===== src/vfct_pkg.sv =====
package vfct_pkg;

   // Field widths
   localparam int CMD_W    = 3;
   localparam int IDX_W    = 4;
   localparam int VAL_W    = 32;
   localparam int RAD_W    = 31;
   localparam int WIDE_W   = 68;
   localparam int CNT_W    = 7;
   localparam int NPLANES  = 6;

   // Request commands
   typedef enum logic [CMD_W-1:0] {
      CMD_LOAD_MV   = 3'd0,
      CMD_LOAD_PJ   = 3'd1,
      CMD_BUILD     = 3'd2,
      CMD_POINT     = 3'd3,
      CMD_SPHERE    = 3'd4,
      CMD_BOX_FULL  = 3'd5,
      CMD_BOX_ISECT = 3'd6
   } cmd_type;

   // Controller to datapath commands
   typedef struct packed {
      logic       ld_mv;
      logic       ld_pj;
      logic       capture;
      logic       clip_issue;
      logic [5:0] clip_idx;
      logic       raw_en;
      logic       sq_issue;
      logic [1:0] k;
      logic [2:0] plane;
      logic       sqrt_init;
      logic       sqrt_step;
      logic       div_init;
      logic       div_step;
      logic       div_done;
      logic       plane_wr;
      logic       test_issue;
      logic       rsp_load;
   } dp_cmd_type;

   // Datapath to controller status
   typedef struct packed {
      logic len_zero;
   } dp_stat_type;

   // Clip column combined with the fourth column for each plane
   function automatic logic [1:0] plane_col(input logic [2:0] p);
      logic [1:0] c;
      case (p)
         3'd0, 3'd1: c = 2'd0;
         3'd2, 3'd3: c = 2'd1;
         default:    c = 2'd2;
      endcase
      return c;
   endfunction

   // Planes that subtract the other column
   function automatic logic plane_neg(input logic [2:0] p);
      return (p == 3'd0) || (p == 3'd3) || (p == 3'd4);
   endfunction

   // Clamp a wide signed value to 32 bits
   function automatic logic signed [VAL_W-1:0] sat32(input logic signed [WIDE_W-1:0] v);
      logic signed [VAL_W-1:0] r;
      if (v > WIDE_W'(64'sh7FFF_FFFF))
         r = 32'sh7FFF_FFFF;
      else if (v < -WIDE_W'(64'sh8000_0000))
         r = 32'sh8000_0000;
      else
         r = v[VAL_W-1:0];
      return r;
   endfunction

endpackage


===== src/vfct_ctrl.sv =====
module vfct_ctrl import vfct_pkg::*; #(
   parameter int FRAC_BITS = 16
) (
   input  logic        clock,
   input  logic        reset,
   input  logic        req_valid,
   input  cmd_type     req_cmd,
   output logic        req_ready,
   output logic        rsp_valid,
   input  logic        rsp_ready,
   output dp_cmd_type  cmd,
   input  dp_stat_type stat
);

   localparam int DIV_W = 32 + FRAC_BITS;

   typedef enum logic [8:0] {
      ST_IDLE  = 9'b000000001,
      ST_CLIP  = 9'b000000010,
      ST_RAW   = 9'b000000100,
      ST_SQ    = 9'b000001000,
      ST_SQRT  = 9'b000010000,
      ST_DIV   = 9'b000100000,
      ST_WRITE = 9'b001000000,
      ST_TEST  = 9'b010000000,
      ST_OUT   = 9'b100000000
   } state_type;

   state_type        state_ff, state_in;
   logic [CNT_W-1:0] cnt_ff, cnt_in;
   logic [1:0]       k_ff, k_in;
   logic [2:0]       p_ff, p_in;
   logic             rsp_valid_ff, rsp_valid_in;

   assign rsp_valid = rsp_valid_ff;

   // Sequencer
   always_comb begin
      state_in     = state_ff;
      cnt_in       = cnt_ff;
      k_in         = k_ff;
      p_in         = p_ff;
      rsp_valid_in = rsp_valid_ff & ~rsp_ready;
      req_ready    = 1'b0;
      cmd          = '0;
      cmd.k        = k_ff;
      cmd.plane    = p_ff;
      case (state_ff)
         ST_IDLE: begin
            req_ready = 1'b1;
            cnt_in    = '0;
            k_in      = '0;
            p_in      = '0;
            if (req_valid) begin
               case (req_cmd)
                  CMD_LOAD_MV: cmd.ld_mv = 1'b1;
                  CMD_LOAD_PJ: cmd.ld_pj = 1'b1;
                  CMD_BUILD:   state_in = ST_CLIP;
                  CMD_POINT, CMD_SPHERE, CMD_BOX_FULL, CMD_BOX_ISECT: begin
                     cmd.capture = 1'b1;
                     state_in    = ST_TEST;
                  end
                  default: ;
               endcase
            end
         end
         // 64 products, then the accumulator drains before ST_RAW
         ST_CLIP: begin
            cmd.clip_idx = cnt_ff[5:0];
            if (cnt_ff[6]) begin
               cnt_in   = '0;
               state_in = ST_RAW;
            end else begin
               cmd.clip_issue = 1'b1;
               cnt_in         = cnt_ff + 1'b1;
            end
         end
         ST_RAW: begin
            cmd.raw_en = 1'b1;
            if (k_ff == 2'd3) begin
               k_in     = '0;
               state_in = ST_SQ;
            end else begin
               k_in = k_ff + 1'b1;
            end
         end
         ST_SQ: begin
            cmd.k = cnt_ff[1:0];
            if (cnt_ff == CNT_W'(3)) begin
               cnt_in   = '0;
               state_in = ST_SQRT;
            end else begin
               cmd.sq_issue = 1'b1;
               cnt_in       = cnt_ff + 1'b1;
            end
         end
         ST_SQRT: begin
            cmd.sqrt_init = (cnt_ff == '0);
            cmd.sqrt_step = (cnt_ff != '0);
            if (cnt_ff == CNT_W'(32)) begin
               cnt_in   = '0;
               state_in = ST_DIV;
            end else begin
               cnt_in = cnt_ff + 1'b1;
            end
         end
         ST_DIV: begin
            if ((cnt_ff == '0 && stat.len_zero) || cnt_ff == CNT_W'(DIV_W + 1)) begin
               cmd.div_done = 1'b1;
               cnt_in       = '0;
               if (k_ff == 2'd3) begin
                  k_in     = '0;
                  state_in = ST_WRITE;
               end else begin
                  k_in = k_ff + 1'b1;
               end
            end else begin
               cmd.div_init = (cnt_ff == '0);
               cmd.div_step = (cnt_ff != '0);
               cnt_in       = cnt_ff + 1'b1;
            end
         end
         ST_WRITE: begin
            cmd.plane_wr = 1'b1;
            if (p_ff == 3'(NPLANES - 1)) begin
               state_in = ST_IDLE;
            end else begin
               p_in     = p_ff + 1'b1;
               state_in = ST_RAW;
            end
         end
         // six planes issued, then the pipeline drains
         ST_TEST: begin
            cmd.plane      = cnt_ff[2:0];
            cmd.test_issue = (cnt_ff < CNT_W'(NPLANES));
            if (cnt_ff == CNT_W'(NPLANES + 1)) begin
               cnt_in   = '0;
               state_in = ST_OUT;
            end else begin
               cnt_in = cnt_ff + 1'b1;
            end
         end
         ST_OUT: begin
            if (!rsp_valid_ff || rsp_ready) begin
               cmd.rsp_load = 1'b1;
               rsp_valid_in = 1'b1;
               state_in     = ST_IDLE;
            end
         end
         default: state_in = ST_IDLE;
      endcase
   end

   always_ff @(posedge clock) begin
      if (reset) begin
         state_ff     <= ST_IDLE;
         cnt_ff       <= '0;
         k_ff         <= '0;
         p_ff         <= '0;
         rsp_valid_ff <= 1'b0;
      end else begin
         state_ff     <= state_in;
         cnt_ff       <= cnt_in;
         k_ff         <= k_in;
         p_ff         <= p_in;
         rsp_valid_ff <= rsp_valid_in;
      end
   end

endmodule


===== config.mk =====
export PLATFORM = sky130hd
export DESIGN_NAME = vfct_ctrl
export DESIGN_NICKNAME = d
export VERILOG_FILES = /design/src/vfct_pkg.sv /design/src/vfct_ctrl.sv
export SDC_FILE = /design/constraint.sdc
export NUM_CORES = 1
export LEC_CHECK = 0
export CAP_MARGIN = 30
export CORE_MARGIN = 1.5
export CORE_UTILIZATION = 30
export DETAILED_ROUTE_END_ITERATION = 7
export DONT_BUFFER_PORTS = 1
export PLACE_DENSITY = 0.43
export SYNTH_ARGS = -nofsm -noshare
export SYNTH_HDL_FRONTEND = slang
export SYNTH_SLANG_ARGS = --single-unit

===== constraint.sdc =====
create_clock -name clock -period 3.1 [get_ports clock]
set_input_delay 0.62 -clock clock [delete_from_list [all_inputs] [get_ports clock]]
set_output_delay 0.62 -clock clock [all_outputs]
set_load 0.01 [all_outputs]

==> run summary, run 1 <==
The die is 76.3 µm wide. After routing, the total negative slack on setup checks comes to 0 ns. After the first detailed-routing iteration, the DRC count stood at 79. After synthesis, the mean cell area works out to 7.61 µm². The relative area change from synthesis to final layout came out at 6.83%. In this run, synthesis inferred 0 flip-flops with an integrated enable. The logs give 0 for the DRC violation count after routing and 3.11% for the global-route track usage on met3. The run gives 0 as the final-report hold violation count.

Worst-path cell with the longest stage delay: sky130_fd_sc_hd__nor4_4. The critical path buffer and inverter count came out at 1. Class of the most critical hold timing path: in2reg. After legalization and detailed placement, the total HPWL measured 3340 µm. The run finished with clean final reports. The non-filler instance count after layout came out at 276.

Based on the critical path, the design can be clocked at up to 363 MHz. The count of cell types in the netlist is 54. Detailed routing inserted a total of 1,510 vias. Once detail routing completed, the nets flagged for antenna violations numbered 0. The delay of the slowest critical-path stage is 0.53 ns, and the headroom to the max-slew limit is 51.3%. The share of synthesized area in the top cell type comes to 27.3%.

The biggest area contributor in the post-synthesis netlist is sky130_fd_sc_hd__dfxtp_1. Traced cell by cell, the critical path runs through nor4_4, nand4b_1, inv_1, nand3_1, nor2_1. Kind of critical path: reg2out. Setup repair after global routing left no endpoint under its margin. Combinational group share of total power: 36.9%. In this run, CTS created clock tree buffers numbering 3. The run gives 20.2% as the met1 usage.

The synthesis-stage register bit count was 22. The tools report the synthesized netlist net count as 227. Fraction of power spent switching nets: 38.7%.

TritonCTS built the clock tree. In this run the static leakage power is 0.668 nW. In this design, the largest share of critical-path delay is due to simple AND/OR/NAND/NOR gates. For this design, the sink count on the clock tree is 22. After synthesis, the cell types taking the most area are sky130_fd_sc_hd__dfxtp_1 (27%), sky130_fd_sc_hd__nor2_1 (7.9%), sky130_fd_sc_hd__ha_1 (5.4%), sky130_fd_sc_hd__nand2_1 (4.4%), sky130_fd_sc_hd__o21ai_0 (3.7%).

Clock-pin slew was measured on the worst setup and hold paths at 0.09 ns. The count of buffers added on input and output ports is 0. Summing all flip-flop and latch instances after layout gives 440 µm². The run gives 0.00161 mm² as the combined area of all synthesized cells. The run gives 0.000230 V as the maximum vdd drop.

The number of primary I/O pins was 35. For the sequential fraction of design power, the log shows 35.3%. The routed length per placed instance was 15.7 µm; the number of max-cap violations was 0. In this run the worst path has a maximum fanout of 9. The area of the multi-input gates is 0.00108 mm².

Yosys printed 0 warnings. Among all flip-flop cells after synthesis, the most frequent one is sky130_fd_sc_hd__dfxtp_1. The pin count of the biggest net entering global routing is 28, and the area of the placeable core is 0.00514 mm². The tools report the global placement routability congestion as 0.812. The clock share of power was 27.8%; the standard-cell row count was 26. For this configuration, the core starts out at a cell density of 31.4%. Required time of the critical path: 2.48 ns. Global routing consumed, over all layers together, 15.0% of the routing resources. The routed design could run at a clock period as short as 2.76 ns. At the end of the flow, the number of nets in the layout was 222. The first global-routing pass estimated 6900 µm of wire. Synthesis produced a netlist whose cell count is 212. The insertion delay of the later-clocked pin in the worst-skew pair came out at 0.27 ns.

Summed over all nets, the switching power comes to 0.379 mW. At the pin with the least slew margin, the transition time is 0.727 ns. The final routed wirelength across all metal layers was 4340 µm.

The cell sitting at the root of the clock tree is a sky130_fd_sc_hd__clkbuf_8. Fraction of layout instances using a drive strength above 1: 7.28%. The global-route congestion overflow total is 0. After filler insertion, the fill cell instance count of the layout stands at 593. The worst setup path is launched from a register. The tools report the post-CTS setup-driven buffer insertion count as 0. Most heavily used metal layer in global routing: met2. The run gives 0.00969 ns as the setup clock skew after layout. The run gives 0 as the initial antenna violation count.

The proportion of synthesized chip area in sequential cells came out at 27.3%. The critical path arrival came out at 2.14 ns. Setup violations remaining at the end of the flow were counted as 0. The via count of the first global-routing pass came out at 1,329. The number of max-slew violations in the final report is 0, and the antenna diode count is 0. For met2 alone, demand over resource in global routing was 22.9%. The power density relative to cell area came out at 568 mW/mm².

In this run, placement finished with an instance count of 272. Buffer levels on the longest clock path: 2. STA classifies the critical path endpoint as an output pin.

In the synthesized netlist the async set-or-reset flop fraction comes to 0%. Using the TritonRoute via totals, the vias-per-cell ratio works out to 5.47. Internal power comes to 0.600 mW.

For this design, the CTS-stage hold fixing added 0 buffers. In this run the vertical extent of the chip is 76.3 µm. The H-tree depth is 1, and the count of TritonRoute iterations in the first routing pass is 4. The post-route clock period utilization works out to 88.9%. The number of gates resized after CTS was 0.

The floorplan step defined a die boundary enclosing 0.00582 mm².
[final timing paths]
kind | start | end | slack (ns) | cells past startpoint
max | state_ff[4] | cmd[24] | 0.34 | 5
min | reset | cnt_ff[3] | 0.40 | 1
max reg2reg | cnt_ff[1] | state_ff[5] | 0.75 | 8
min reg2reg | rsp_valid | rsp_valid | 0.55 | 2
[cell usage after synthesis (all sizes together), types with 3 or more instances]
| master | number |
|---|---|
| nand3 | 7 |
| inv | 12 |
| dfxtp | 22 |
| nor3 | 8 |
| xor2 | 3 |
| and2 | 7 |
| nor4 | 3 |
| a22oi | 3 |
| a31oi | 6 |
| nand2b | 3 |
| a21oi | 7 |
| ha | 7 |
| and3 | 4 |
| nand2 | 20 |
| o21ai | 16 |
| buf | 8 |
| nor2b | 6 |
| nand4b | 6 |
| nor2 | 34 |
[routing by layer]
layer	vias up	part of all wire, %
met4	0	2.4
li1	739	-
met3	9	5.0
met5	-	0
met2	43	46
met1	719	47
[cell type report]
class,count,area share (%)
inverters,12,2.61
well taps,70,5.08
clock buffers,3,2.40
clock inverters,1,1.74
flip-flops and latches,22,25.6
multi-input cells,168,62.6
[per-stage QoR]
stage / power [mW] / hold WS (ns) / util [%] / instance area, µm² / setup slack, ns
floorplan: 0.631 / 0.504 / - / 1610 / 0.981
global placement: 0.707 / 0.527 / 32.1 / 1650 / 0.731
detailed placement: 0.710 / 0.548 / 32.1 / 1650 / 0.688
CTS: 0.988 / 0.396 / 33.5 / 1720 / 0.367
global route: 1.05 / 0.389 / 33.5 / 1720 / 0.133
finish: 0.979 / 0.404 / 33.5 / 1720 / 0.343
[registers in the layout (all words and copies together) (netlist names)]
register	flops
cnt_ff	7
k_ff	2
p_ff	3
rsp_valid	1
state_ff	9
[layout by cell type, fill, tap and decap left out, types with 2 or more instances in the layout]
cell                       instances
sky130_fd_sc_hd__a21oi_1           7
sky130_fd_sc_hd__a22oi_1           3
sky130_fd_sc_hd__a31oi_1           6
sky130_fd_sc_hd__a41o_1            2
sky130_fd_sc_hd__and2_1            7
sky130_fd_sc_hd__and3_1            4
sky130_fd_sc_hd__clkbuf_8          3
sky130_fd_sc_hd__dfxtp_1          22
sky130_fd_sc_hd__ha_1              7
sky130_fd_sc_hd__inv_1            12
sky130_fd_sc_hd__nand2_1          19
sky130_fd_sc_hd__nand2b_1          2
sky130_fd_sc_hd__nand3_1           7
sky130_fd_sc_hd__nand4b_1          5
sky130_fd_sc_hd__nor2_1           34
sky130_fd_sc_hd__nor2b_1           6
sky130_fd_sc_hd__nor3_1            6
sky130_fd_sc_hd__o21ai_0          12
sky130_fd_sc_hd__o21ai_1           4
sky130_fd_sc_hd__o22ai_1           2
sky130_fd_sc_hd__or3_1             2
sky130_fd_sc_hd__xnor2_1           2
sky130_fd_sc_hd__xor2_1            3
[logic make-up (layout without fill, tap and decap cells)]
family	count (synthesis)	after routing	synth area share, %
AND/OR/NAND/NOR	108	108	39.0
multiplexers	2	2	1.32
AO/OA/AOI/OAI	46	46	18.4
buffers and inverters	22	16	5.82
adder cells (fa/ha/maj)	7	7	5.43
flip-flops	22	22	27.3
XOR/XNOR	5	5	2.72
[power by group through the flow]
| stage | combinational (mW) | sequential [mW] | clock (mW) |
|---|---|---|---|
| floorplan | 0.303 | 0.328 | 0 |
| finish | 0.361 | 0.345 | 0.272 |
| CTS | 0.361 | 0.344 | 0.283 |
| detailed placement | 0.360 | 0.350 | 0 |
| global placement | 0.359 | 0.348 | 0 |
| global route | 0.406 | 0.350 | 0.294 |
Note: power is estimated with default switching activity, not from simulation.
==> inputs of run 2 (changes only) <==
==> constraint.sdc (replaced) <==
create_clock -name clock -period 3.1 [get_ports clock]
set_input_delay 0.62 -clock clock [delete_from_list [all_inputs] [get_ports clock]]
set_output_delay 0.62 -clock clock [all_outputs]
set_load 0.05 [all_outputs]
==> run 2 against run 1 <==
Net effect: routed wire length up 0.30%; setup slack worse by 0.0048 ns; critical path type unchanged; combinational power up 30%; clock skew up 0.00080 ns; first-iteration DRC count up 37%; sequential power about the same; worst hold slack about the same; global-route usage up 0.65 points; register-to-register slack worse by 0.05 ns; clock power down 22%; critical endpoint is now cmd[20]; flip-flop and latch count unchanged.
==> run summary, run 2 (synthesized netlist as in run 1, its figures left out) <==
The run finished with clean final reports. The run gives 0 (unchanged) as the post-CTS setup-driven buffer insertion count. The tree is rooted in a sky130_fd_sc_hd__clkbuf_8. The tightest min-delay check is of the in2reg type. The via count of the first global-routing pass was 1,415 (+6.5%).

The count of TritonRoute iterations in the first routing pass was 4 (unchanged); the static leakage was 0.752 nW (+12%). The setup-violating endpoint count in the final report was 0 (unchanged); the post-route clock period utilization was 89.1% (+0.16 points). The tools report the worst slack after detailed placement as 0.598 ns (-0.0902 ns).

The worst setup path is launched from a register. The vertical die dimension is 76.3 µm (unchanged), and the number of CTS-inserted buffers is 3 (unchanged). The logic depth of the worst register-to-register path was 6 (-2); the pin slew with the least headroom to its limit was 0.654 ns (-0.0726 ns). The kind of critical path is reg2out. The final-layout fill cell count came out at 567 (-4.4%). Walking the worst path, the cells encountered are nor4_4, and4_1, and2_1.

In the final layout, the registers with the most flip-flops are state_ff (9), cnt_ff (7), p_ff (3). The clock share of power came out at 20.8% (-7.0 points). The tools report the combinational group share of total power as 45.6% (+8.7 points). The power density relative to cell area was 557 mW/mm² (-1.9%). Port buffer count: 0 (unchanged).

The tools report the final instance area as 0.00184 mm² (+6.8%). The worst hold path begins at reset. The kind of end point of the critical path is an output pin. The CTS clock-pin slew for the worst setup and hold paths is 0.09 ns (about the same). The number of nets with antenna violations after routing was 0 (unchanged); the routed via count was 1,520 (+0.66%).

The tools report the required time of the critical path as 2.48 ns (about the same). For the number of max-cap violations, the log shows 0 (unchanged). The H-tree depth is 1 (unchanged). The final routed wirelength across all metal layers came out at 4350 µm (+0.30%). The post-cts sizing count was 0 (unchanged). Destination of the worst hold path: cnt_ff[3].

The startpoint identified for the worst register-to-register timing path is state_ff[5]. HPWL after detailed placement: 3390 µm (+1.3%). TritonCTS built the clock tree.

The tools report the sequential fraction of design power as 33.6% (-1.7 points). The setup clock skew after layout came out at 0.0105 ns (+0.000796 ns). The final period demand of the worst path was 2.76 ns (+0.00485 ns). The net switching power was 0.446 mW (+18%). Maximum vdd drop: 0.000154 V (-33%).

The maximum fanout encountered on the critical timing path came out at 9 (unchanged). The relative area change from synthesis to final layout is 14.0%, and the number of sinks driven by the clock tree is 22 (unchanged). For the insertion delay of the later-clocked pin in the worst-skew pair, the log shows 0.27 ns (about the same). The via count normalized by instance count is 5.19 (-5.2%), and the routed length per placed instance is 14.9 µm (-5.5%). The final net count is 239 (+7.7%), and the headroom to the max-slew limit is 56.2% (+4.9 points).

The antenna diode count was 0 (unchanged); the critical path arrival was 2.14 ns (about the same). The fraction of layout instances using a drive strength above 1 was 14.8% (+7.5 points). The number of stages on the worst hold path was 1 (unchanged). The flip-flop count of the largest register, all copies and words added came out at 9 (unchanged).

In the layout the commonest cells are sky130_fd_sc_hd__nor2_1 (34), sky130_fd_sc_hd__dfxtp_1 (22), sky130_fd_sc_hd__nand2_1 (19). The register bank with the most flops was state_ff. Among all stages on the critical path, the largest delay is contributed by sky130_fd_sc_hd__nor4_4. The most frequent standard cell in the layout excluding fill and tap cells is sky130_fd_sc_hd__nor2_1. The worst flop-to-flop path endpoint was state_ff[5]. The tools report the standard-cell row count as 26 (unchanged). The logs give 0 (unchanged) for the number of max-slew violations in the final report and 2 (unchanged) for the buffer levels on the longest clock path. The number of primary I/O pins is 35 (unchanged), and the number of design-rule violations left by the first detailed-router iteration is 108 (+37%).

The delay of the slowest critical-path stage came out at 0.51 ns (-0.02 ns). The accumulated negative setup slack came out at 0 ns (unchanged). The run gives 15.6% (+0.65 points) as the total routing resource utilization after global routing.

Number of hold buffers added after cts: 0 (unchanged). The reg2reg setup slack came out at 0.70 ns (-0.05 ns). The tools report the final setup slack of the worst path as 0.339 ns (-0.00485 ns). The die width is 76.3 µm (unchanged). The area of the placeable core is 0.00514 mm² (unchanged). Setup repair after global routing left no endpoint under its margin. The instance area at placement was 0.00178 mm² (+8.0%); the fraction of power spent switching nets was 43.6% (+4.9 points). The final-report hold violation count was 0 (unchanged); the global-route wire length before repair was 7360 µm (+6.7%).

The logs give 0.00582 mm² (unchanged) for the die outline area and 0 (unchanged) for the initial antenna violation count. The internal power of the cells is 0.578 mW (-3.6%), and the pin count of the biggest net entering global routing is 28 (unchanged). The tools report the global-route congestion overflow total as 0 (unchanged). The tools report the effective utilization at floorplan as 31.4% (unchanged). The logs give 362 MHz (-0.18%) for the fmax and 0 (unchanged) for the DRC violation count after routing. The tools report the global placement routability congestion as 0.760 (-6.5%).
-- run 2: area by class of cell --
cell class,instances,area [µm²],area share (%)
repair buffers,17,128,6.94
clock buffers,4,55.1,2.99
inverters,12,45.0,2.45
well taps,70,87.6,4.76
flip-flops and latches,22,440,23.9
multi-input cells,168,1080,58.9
-- run 2: metal layers --
metal	GRT usage [%]	vias up	part of all wire, %
li1	-	779	-
met3	1.92	6	4.4
met5	0	-	0
met1	22.3	700	48
met4	4.26	0	1.4
met2	24.6	35	46
-- run 2: stage by stage --
step / cells / hold WS [ns] / power (mW) / util [%]
after floorplan: 212 / 0.504 / 0.693 / -
after global placement: 289 / 0.536 / 0.814 / 34.7
after detailed placement: 289 / 0.545 / 0.818 / 34.7
after CTS: 293 / 0.401 / 1.04 / 35.8
after global routing: 293 / 0.393 / 1.10 / 35.8
final: 293 / 0.405 / 1.02 / 35.8
-- run 2: power groups by stage --
stage               Sequential [mW]  Clock, mW  Combinational (mW)
finish                        0.344      0.213               0.468
global route                  0.351      0.235               0.519
CTS                           0.344      0.221               0.471
detailed placement            0.350          0               0.468
global placement              0.349          0               0.465
floorplan                     0.328          0               0.365
-- run 2: worst max-delay path, delay by kind of cell (launching register included) --
family | cells | cell delay (ns)
flops | 1 | 0.37
simple gates | 3 | 1.51
-- run 2: worst max path at each step --
stage | from | to | slack (ns) | cells past startpoint
floorplan | state_ff[4] | cmd[23] | 0.21 | 5
global placement | state_ff[4] | cmd[21] | 0.67 | 4
detailed placement | state_ff[4] | cmd[20] | 0.60 | 3
CTS | state_ff[4] | cmd[20] | 0.30 | 3
global route | state_ff[4] | cmd[21] | 0.17 | 4
finish | state_ff[4] | cmd[20] | 0.34 | 3
